==> config.mk <==
export PLATFORM = sky130hd
export DESIGN_NAME = life_automaton_torus_step_core
export DESIGN_NICKNAME = d
export VERILOG_FILES = /design/src/sv/lats_pkg.sv /design/src/sv/lats_ram.sv /design/src/sv/lats_ctrl.sv /design/src/sv/lats_dpath.sv /design/src/sv/life_automaton_torus_step_core.sv
export SDC_FILE = /design/constraint.sdc
export NUM_CORES = 2
export LEC_CHECK = 0
export BUFFER_PORTS_ARGS = -buffer_cell sky130_fd_sc_hd__buf_2
export CORE_UTILIZATION = 29
export CTS_BUF_LIST = sky130_fd_sc_hd__clkbuf_8
export CTS_CLUSTER_DIAMETER = 150
export DETAILED_ROUTE_END_ITERATION = 7
export GPL_ROUTABILITY_DRIVEN = 0
export SLEW_MARGIN = 20
export SYNTH_ARGS = -nofsm -noshare
export SYNTH_HDL_FRONTEND = slang
export SYNTH_HIERARCHICAL = 1
export SYNTH_SLANG_ARGS = --single-unit
==> constraint.sdc <==
create_clock -name clk -period 10.3 [get_ports clk]
set_input_delay 1.545 -clock clk [delete_from_list [all_inputs] [get_ports clk]]
set_output_delay 1.545 -clock clk [all_outputs]
set_load 0.1 [all_outputs]
==> src/sv/lats_pkg.sv <==
// ----------------------------------------------------------------------------
// lats_pkg
// Transaction types, request codes and controller commands of the board
// step core.
// ----------------------------------------------------------------------------
`default_nettype none

package lats_pkg;

    // Request kinds, echoed back on completion
    localparam logic [1:0] KIND_WRITE = 2'd0;
    localparam logic [1:0] KIND_READ  = 2'd1;
    localparam logic [1:0] KIND_STEP  = 2'd2;
    localparam logic [1:0] KIND_NONE  = 2'd3;

    // B3/S23 neighbour counts
    localparam logic [3:0] BIRTH_COUNT   = 4'd3;
    localparam logic [3:0] SURVIVE_COUNT = 4'd2;

    typedef struct packed {
        logic [1:0]  req_type;
        logic [4:0]  row_index;
        logic [31:0] row_bits;
    } req_t;

    typedef struct packed {
        logic [31:0] row_data;
        logic [1:0]  done_kind;
    } rsp_t;

    // Commands from the controller to the datapath
    typedef struct packed {
        logic capture;    // latch the accepted request
        logic wr_row;     // write the requested row
        logic rd_row;     // read the requested row
        logic rd_ptr;     // read the row at the sweep pointer
        logic rd_ahead;   // read the row two past the sweep pointer
        logic take_up;    // load the upper window row from read data
        logic take_mid;   // load the middle window row and the row-zero copy
        logic sweep;      // compute and write back the row at the pointer
        logic last;       // lower neighbour comes from the row-zero copy
        logic ret_read;   // return the read row
        logic ret_plain;  // return zero data
    } cmd_t;

endpackage

`default_nettype wire

==> src/sv/lats_ram.sv <==
// ----------------------------------------------------------------------------
// lats_ram
// Generic single-write, single-read RAM with registered read data.
// ----------------------------------------------------------------------------
`default_nettype none

module lats_ram #(
    parameter int WIDTH = 32,
    parameter int DEPTH = 32
) (
    input  wire logic                     clk,
    input  wire logic                     we,
    input  wire logic [$clog2(DEPTH)-1:0] waddr,
    input  wire logic [WIDTH-1:0]         wdata,
    input  wire logic                     re,
    input  wire logic [$clog2(DEPTH)-1:0] raddr,
    output      logic [WIDTH-1:0]         rdata
);

    logic [WIDTH-1:0] mem [DEPTH];

    always_ff @(posedge clk)
    begin
        if (we)
        begin
            mem[waddr] <= wdata;
        end
    end

    always_ff @(posedge clk)
    begin
        if (re)
        begin
            rdata <= mem[raddr];
        end
    end

endmodule

`default_nettype wire

==> src/sv/lats_ctrl.sv <==
// ----------------------------------------------------------------------------
// lats_ctrl
// Request sequencer: row write, row read and the generation sweep over
// all rows with the sweep pointer.
// ----------------------------------------------------------------------------
`default_nettype none

module lats_ctrl #(
    parameter int BOARD_SIZE = 32
) (
    input  wire logic                          clk,
    input  wire logic                          rst_n,
    input  wire logic                          start,
    input  wire logic [1:0]                    req_type,
    output      logic                          busy,
    output      lats_pkg::cmd_t                cmd,
    output      logic [$clog2(BOARD_SIZE)-1:0] ptr
);

    localparam int IDX_W = $clog2(BOARD_SIZE);

    localparam logic [2:0] S_IDLE   = 3'd0;
    localparam logic [2:0] S_WRITE  = 3'd1;
    localparam logic [2:0] S_READ   = 3'd2;
    localparam logic [2:0] S_RWAIT  = 3'd3;
    localparam logic [2:0] S_FILL_A = 3'd4;
    localparam logic [2:0] S_FILL_B = 3'd5;
    localparam logic [2:0] S_FILL_C = 3'd6;
    localparam logic [2:0] S_SWEEP  = 3'd7;

    localparam logic [IDX_W-1:0] LAST_ROW = IDX_W'(BOARD_SIZE - 1);
    localparam logic [IDX_W-1:0] AHEAD_LIM = IDX_W'(BOARD_SIZE - 2);

    logic [2:0]       state_reg;
    logic [2:0]       state_next;
    logic [IDX_W-1:0] ptr_reg;
    logic [IDX_W-1:0] ptr_next;
    logic             accept;

    assign busy   = (state_reg != S_IDLE);
    assign accept = start && !busy;
    assign ptr    = ptr_reg;

    always_comb
    begin
        state_next = state_reg;
        ptr_next   = ptr_reg;
        cmd        = '0;
        unique case (state_reg)
            S_IDLE:
            begin
                if (accept)
                begin
                    cmd.capture = 1'b1;
                    unique case (req_type)
                        lats_pkg::KIND_WRITE: state_next = S_WRITE;
                        lats_pkg::KIND_READ:  state_next = S_READ;
                        lats_pkg::KIND_STEP:
                        begin
                            state_next = S_FILL_A;
                            ptr_next   = LAST_ROW;
                        end
                        default: state_next = S_IDLE;
                    endcase
                end
            end
            S_WRITE:
            begin
                cmd.wr_row    = 1'b1;
                cmd.ret_plain = 1'b1;
                state_next    = S_IDLE;
            end
            S_READ:
            begin
                cmd.rd_row = 1'b1;
                state_next = S_RWAIT;
            end
            S_RWAIT:
            begin
                cmd.ret_read = 1'b1;
                state_next   = S_IDLE;
            end
            S_FILL_A:
            begin
                // fetch the last row, the upper wrap neighbour of row zero
                cmd.rd_ptr = 1'b1;
                ptr_next   = '0;
                state_next = S_FILL_B;
            end
            S_FILL_B:
            begin
                cmd.take_up = 1'b1;
                cmd.rd_ptr  = 1'b1;
                ptr_next    = IDX_W'(1);
                state_next  = S_FILL_C;
            end
            S_FILL_C:
            begin
                cmd.take_mid = 1'b1;
                cmd.rd_ptr   = 1'b1;
                ptr_next     = '0;
                state_next   = S_SWEEP;
            end
            S_SWEEP:
            begin
                cmd.sweep    = 1'b1;
                cmd.rd_ahead = (ptr_reg < AHEAD_LIM);
                cmd.last     = (ptr_reg == LAST_ROW);
                ptr_next     = ptr_reg + IDX_W'(1);
                if (ptr_reg == LAST_ROW)
                begin
                    cmd.ret_plain = 1'b1;
                    state_next    = S_IDLE;
                end
            end
            default: state_next = S_IDLE;
        endcase
    end

    always_ff @(posedge clk or negedge rst_n)
    begin
        if (!rst_n)
        begin
            state_reg <= S_IDLE;
            ptr_reg   <= '0;
        end
        else
        begin
            state_reg <= state_next;
            ptr_reg   <= ptr_next;
        end
    end

endmodule

`default_nettype wire

==> src/sv/lats_dpath.sv <==
// ----------------------------------------------------------------------------
// lats_dpath
// Board memory, three-row window of old rows, B3/S23 next-row logic and
// the result register.
// ----------------------------------------------------------------------------
`default_nettype none

module lats_dpath #(
    parameter int BOARD_SIZE = 32
) (
    input  wire logic                          clk,
    input  wire logic                          rst_n,
    input  wire lats_pkg::req_t                req,
    input  wire lats_pkg::cmd_t                cmd,
    input  wire logic [$clog2(BOARD_SIZE)-1:0] ptr,
    output      logic                          done,
    output      lats_pkg::rsp_t                rsp
);

    localparam int IDX_W = $clog2(BOARD_SIZE);

    lats_pkg::req_t        req_reg;
    logic [BOARD_SIZE-1:0] up_reg;
    logic [BOARD_SIZE-1:0] mid_reg;
    logic [BOARD_SIZE-1:0] first_reg;
    logic                  done_reg;
    lats_pkg::rsp_t        rsp_reg;

    logic [BOARD_SIZE-1:0] rd_data;
    logic [BOARD_SIZE-1:0] down;
    logic [BOARD_SIZE-1:0] new_row;
    logic [IDX_W-1:0]      req_addr;
    logic                  in_range;
    logic                  ram_we;
    logic [IDX_W-1:0]      ram_waddr;
    logic [BOARD_SIZE-1:0] ram_wdata;
    logic                  ram_re;
    logic [IDX_W-1:0]      ram_raddr;

    assign req_addr = IDX_W'(req_reg.row_index);
    assign in_range = (int'(req_reg.row_index) < BOARD_SIZE);
    assign down     = cmd.last ? first_reg : rd_data;

    // one write port: sweep write-back or a row write inside the board
    always_comb
    begin
        ram_we    = cmd.sweep || (cmd.wr_row && in_range);
        ram_waddr = cmd.sweep ? ptr : req_addr;
        ram_wdata = cmd.sweep ? new_row : BOARD_SIZE'(req_reg.row_bits);
    end

    always_comb
    begin
        ram_re = cmd.rd_row || cmd.rd_ptr || cmd.rd_ahead;
        priority if (cmd.rd_row)
        begin
            ram_raddr = req_addr;
        end
        else if (cmd.rd_ahead)
        begin
            ram_raddr = ptr + IDX_W'(2);
        end
        else
        begin
            ram_raddr = ptr;
        end
    end

    lats_ram #(
        .WIDTH (BOARD_SIZE),
        .DEPTH (BOARD_SIZE)
    ) u_grid (
        .clk   (clk),
        .we    (ram_we),
        .waddr (ram_waddr),
        .wdata (ram_wdata),
        .re    (ram_re),
        .raddr (ram_raddr),
        .rdata (rd_data)
    );

    // B3/S23 over the wrapped neighbourhood of every column
    always_comb
    begin : next_gen
        logic [BOARD_SIZE-1:0] up_w;
        logic [BOARD_SIZE-1:0] up_e;
        logic [BOARD_SIZE-1:0] mid_w;
        logic [BOARD_SIZE-1:0] mid_e;
        logic [BOARD_SIZE-1:0] dn_w;
        logic [BOARD_SIZE-1:0] dn_e;
        logic [3:0]            n;
        up_w  = {up_reg[BOARD_SIZE-2:0], up_reg[BOARD_SIZE-1]};
        up_e  = {up_reg[0], up_reg[BOARD_SIZE-1:1]};
        mid_w = {mid_reg[BOARD_SIZE-2:0], mid_reg[BOARD_SIZE-1]};
        mid_e = {mid_reg[0], mid_reg[BOARD_SIZE-1:1]};
        dn_w  = {down[BOARD_SIZE-2:0], down[BOARD_SIZE-1]};
        dn_e  = {down[0], down[BOARD_SIZE-1:1]};
        n     = '0;
        new_row = '0;
        for (int j = 0; j < BOARD_SIZE; j++)
        begin
            n = 4'(up_w[j]) + 4'(up_reg[j]) + 4'(up_e[j])
              + 4'(mid_w[j]) + 4'(mid_e[j])
              + 4'(dn_w[j]) + 4'(down[j]) + 4'(dn_e[j]);
            new_row[j] = (n == lats_pkg::BIRTH_COUNT)
                      || (mid_reg[j] && (n == lats_pkg::SURVIVE_COUNT));
        end
    end

    always_ff @(posedge clk)
    begin
        if (cmd.capture)
        begin
            req_reg <= req;
        end
        if (cmd.ret_read)
        begin
            rsp_reg.row_data  <= in_range ? 32'(rd_data) : '0;
            rsp_reg.done_kind <= req_reg.req_type;
        end
        else if (cmd.ret_plain)
        begin
            rsp_reg.row_data  <= '0;
            rsp_reg.done_kind <= req_reg.req_type;
        end
    end

    always_ff @(posedge clk or negedge rst_n)
    begin
        if (!rst_n)
        begin
            up_reg    <= '0;
            mid_reg   <= '0;
            first_reg <= '0;
            done_reg  <= 1'b0;
        end
        else
        begin
            done_reg <= cmd.ret_read || cmd.ret_plain;
            if (cmd.take_up)
            begin
                up_reg <= rd_data;
            end
            if (cmd.take_mid)
            begin
                mid_reg   <= rd_data;
                first_reg <= rd_data;
            end
            // advance the window by one row
            if (cmd.sweep)
            begin
                up_reg  <= mid_reg;
                mid_reg <= down;
            end
        end
    end

    assign done = done_reg;
    assign rsp  = rsp_reg;

endmodule

`default_nettype wire

==> src/sv/life_automaton_torus_step_core.sv <==
// ----------------------------------------------------------------------------
// life_automaton_torus_step_core
// A row write, a row read or a step runs from accept to the done strobe; busy
// is low again in the strobe cycle, and a new request is taken only when idle.
// A step sweeps the board one row a cycle through the single write port of
// the board RAM, after the window fill states FILL_A, FILL_B and FILL_C.
// Reset clears the controller, window and strobe; board rows are undefined
// until written. Results are strobed for one cycle; the receiver cannot stall.
// ----------------------------------------------------------------------------
`default_nettype none

module life_automaton_torus_step_core #(
    parameter int BOARD_SIZE = 32
) (
    input  wire logic           clk,
    input  wire logic           rst_n,
    input  wire logic           start,
    output      logic           busy,
    input  wire lats_pkg::req_t req,
    output      logic           done,
    output      lats_pkg::rsp_t rsp
);

    localparam int IDX_W = $clog2(BOARD_SIZE);

    lats_pkg::cmd_t   cmd;
    logic [IDX_W-1:0] ptr;

    lats_ctrl #(
        .BOARD_SIZE (BOARD_SIZE)
    ) u_ctrl (
        .clk      (clk),
        .rst_n    (rst_n),
        .start    (start),
        .req_type (req.req_type),
        .busy     (busy),
        .cmd      (cmd),
        .ptr      (ptr)
    );

    lats_dpath #(
        .BOARD_SIZE (BOARD_SIZE)
    ) u_dpath (
        .clk   (clk),
        .rst_n (rst_n),
        .req   (req),
        .cmd   (cmd),
        .ptr   (ptr),
        .done  (done),
        .rsp   (rsp)
    );

endmodule

`default_nettype wire

==> impl_results.md <==
- Post-synth EDFFs: approximately 1100
- Startpoint types: flop
- Syn Area/Cell: around 16 sq um
- Post-synthesis sequential area ratio: approximately 67%
- Max FFs per register: 1024
- Post-route antenna net violation count: 0
- Starting Density: 29.32%
- Status: finished clean
- DR WL/cell: 22.45 microns
- Post-cts resize count: 0
- Root Buffer: clkbuf_8
- Final Core Density: 33.31%
- Clock latency on the worst-skew pair: about 0.90 ns
- Post-Syn Area: 54660 sq um
- Die area: roughly 190000 sq um
- Max Cap Viol: 0
- First-pass GRT wire length: between 200000 and 250000 microns
- Period utilization: roughly three fifths
- Final Setup Violations: 0
- Share of post-route cells with drive strength above 1: around 15%
- CTS H-tree lvls: 4
- Die Span X: approximately 440 microns
- Multi-input logic area: roughly 17000 sq um
- Fin. Hold Viols: 0
- Flops & latches, synth: between 1000 and 1500
- Via density per instance: a little under 5
- Synth unique cells: 51
- Fillers: 17928
- Routed vias: 30284
- Post-route DRC violation count: 0
- Setup crit end kind: flop
- Area grow syn2layout: 13.60%
- Longest Clk Path Bufs: 3
- DIE HEIGHT: 436.2 microns
- RSZ-0062 raised after global routing: no
- Grt total ovfl: 0
- Clock slew at reported path FFs: approximately 0.060 ns
- Post-Syn Nets: 3762
- Slew at the pin closest to its max-slew limit: between 1 and 1.5 ns
- Initial antenna violation count: 2
- PortBufs: 77
- CTS sink cnt: roughly 1200
- HP Class: reg -> reg
- FFs w/ async S/R, synth: 8.509%
- Final TNS setup: 0 ns
- WL final: 141400 microns
- Cell count after synthesis: roughly 3500
- Total core area: about 190000 sq um
- Worst EP required: approximately 11 ns
- Fin nets: 3923
- Slew headroom: between 20% and 30%
- Main synth FF type: edfxtp_1
- DRT Pass-1 Iters: 6
- Critical path class: reg -> reg
- Register Area: 36530 sq um
- Row Count: 158
- Final Critical Period: slightly above 6 ns
- Arr. time, crit path: 6.63 ns
- Cts hold-fix bufs: 0
- Max-slew violations: 0
- Largest net degree at the start of global routing: 130
- First DRT Iteration DRCs: around 2500
- CTS tree: built
- Total GRT Usage: between 10% and 20%
- TritonCTS buffer count: roughly 190
- Setup repair bufs after CTS: 0
- Number of global-route vias before repair: about 30000
- Hpwl dp: 76200 microns
- F_max: between 0.15 and 0.2 GHz
- Synth warn: 6
- I/O pins: between 70 and 80
- Clk_skew: about 0.043 ns
- Worst-path maximum fanout: 37
## routing by layer
metal | vias up | track usage [%] | share of wire, %
met3 | 226 | 2.419 | 5.4
met4 | 0 | 5.399 | 3.2
met1 | 15709 | 18.13 | 41
met2 | 875 | 25.33 | 51
met5 | - | 0 | 0
li1 | 13474 | - | -
## layout by cell type (no fill, tap or decap), types with 38 or more instances in the layout
master and instances:
nand3_1 102, nand2_1 146, edfxtp_1 1129, mux2i_1 578, clkinv_1 43, buf_2 76
buf_4 64, a21oi_1 152, o21ai_0 38, dfrtp_1 105, inv_1 290, a31oi_1 40
a22oi_1 97, fa_1 128, ha_1 99, clkbuf_8 197, and2_1 60, a22o_1 64
## final cells by class
cell class	count	share of cell area (%)
well taps	2480	4.997
repair buffers	149	1.674
inverters	238	1.439
multi-input cells	1845	27.06
clock inverters	152	1.634
diodes	1	0.004030
clock buffers	197	4.366
flip-flops and latches	1234	58.83
## cell families (layout without fill, tap and decap cells)
| logic type | Yosys count | in the layout | synth area share [%] |
|---|---|---|---|
| muxes | 618 | 618 | 11.54 |
| xor gates and xnor gates | 3 | 3 | 0.04807 |
| and+or+nand+nor | 467 | 467 | 4.113 |
| adders and majority gates | 227 | 227 | 6.954 |
| other | 0 | 1 | 0 |
| AOI/OAI and AO/OA | 530 | 530 | 6.768 |
| buffers and inverters | 414 | 736 | 3.747 |
| DFF | 1234 | 1234 | 66.83 |
## synthesized netlist by cell type, types with 6 or more instances
master,number,share of area [%]
a211oi_2,30,0.69
a21o_1,6,0.082
a21oi_1,152,1.4
a21oi_2,30,0.48
a22o_1,64,1.0
a22oi_1,97,1.3
a31oi_1,40,0.46
and2_1,63,0.72
buf_1,6,0.041
buf_2,47,0.43
buf_4,41,0.56
buf_6,32,0.66
clkbuf_1,45,0.31
dfrtp_1,105,4.8
edfxtp_1,1129,62
fa_1,128,4.7
ha_1,99,2.3
inv_1,238,1.6
mux2_2,20,0.41
mux2_4,20,0.55
mux2i_1,578,11
nand2_1,146,1.0
nand3_1,102,0.93
nor2_1,65,0.45
nor2b_1,34,0.39
nor3_1,33,0.30
o211ai_1,34,0.47
o21ai_0,38,0.35
o22ai_1,30,0.34
## critical path, stage by stage, from the launching register on
cell and delay [ns]:
dfrtp_1 0.66, and3_4 0.64, and2_2 0.30, buf_4 0.61
mux2i_1 0.89, fa_1 0.59, fa_1 0.50, inv_1 0.04
ha_1 0.20, fa_1 0.49, o211ai_1 0.12, o22ai_4 0.65
## metrics by stage
stage                     hold slack [ns]  cell area [sq um]  setup slack (ns)  cells
after floorplan                    0.4003              54660             5.153   3493
after global placement             0.4058              58040             4.196   5941
after detailed placement           0.4106              58140             4.044   5945
after CTS                          0.4360              61870             4.009   6294
after global routing               0.4431              62100             3.942   6296
final                              0.4310              62100             4.250   6296
## worst paths after layout
kind                                      from                    endpoint  slack, ns  depth (start not counted)
setup / recovery           u_ctrl/state_reg[2]  u_dpath/u_grid/mem[22][22]       4.25                         11
hold / removal             u_dpath/req_reg[37]              u_dpath/rsp[0]       0.43                          0
setup reg to reg           u_ctrl/state_reg[2]  u_dpath/u_grid/mem[22][22]       4.25                         11
hold reg to reg            u_dpath/req_reg[37]              u_dpath/rsp[0]       0.43                          0
max in group asynchronous                rst_n          u_dpath/up_reg[19]       8.23                          2
min in group asynchronous                rst_n                u_dpath/done       0.70                          1
Power is left out: the tool's default activity adds up to more than one toggle a clock period on the data nets, which glitch-free logic cannot reach.
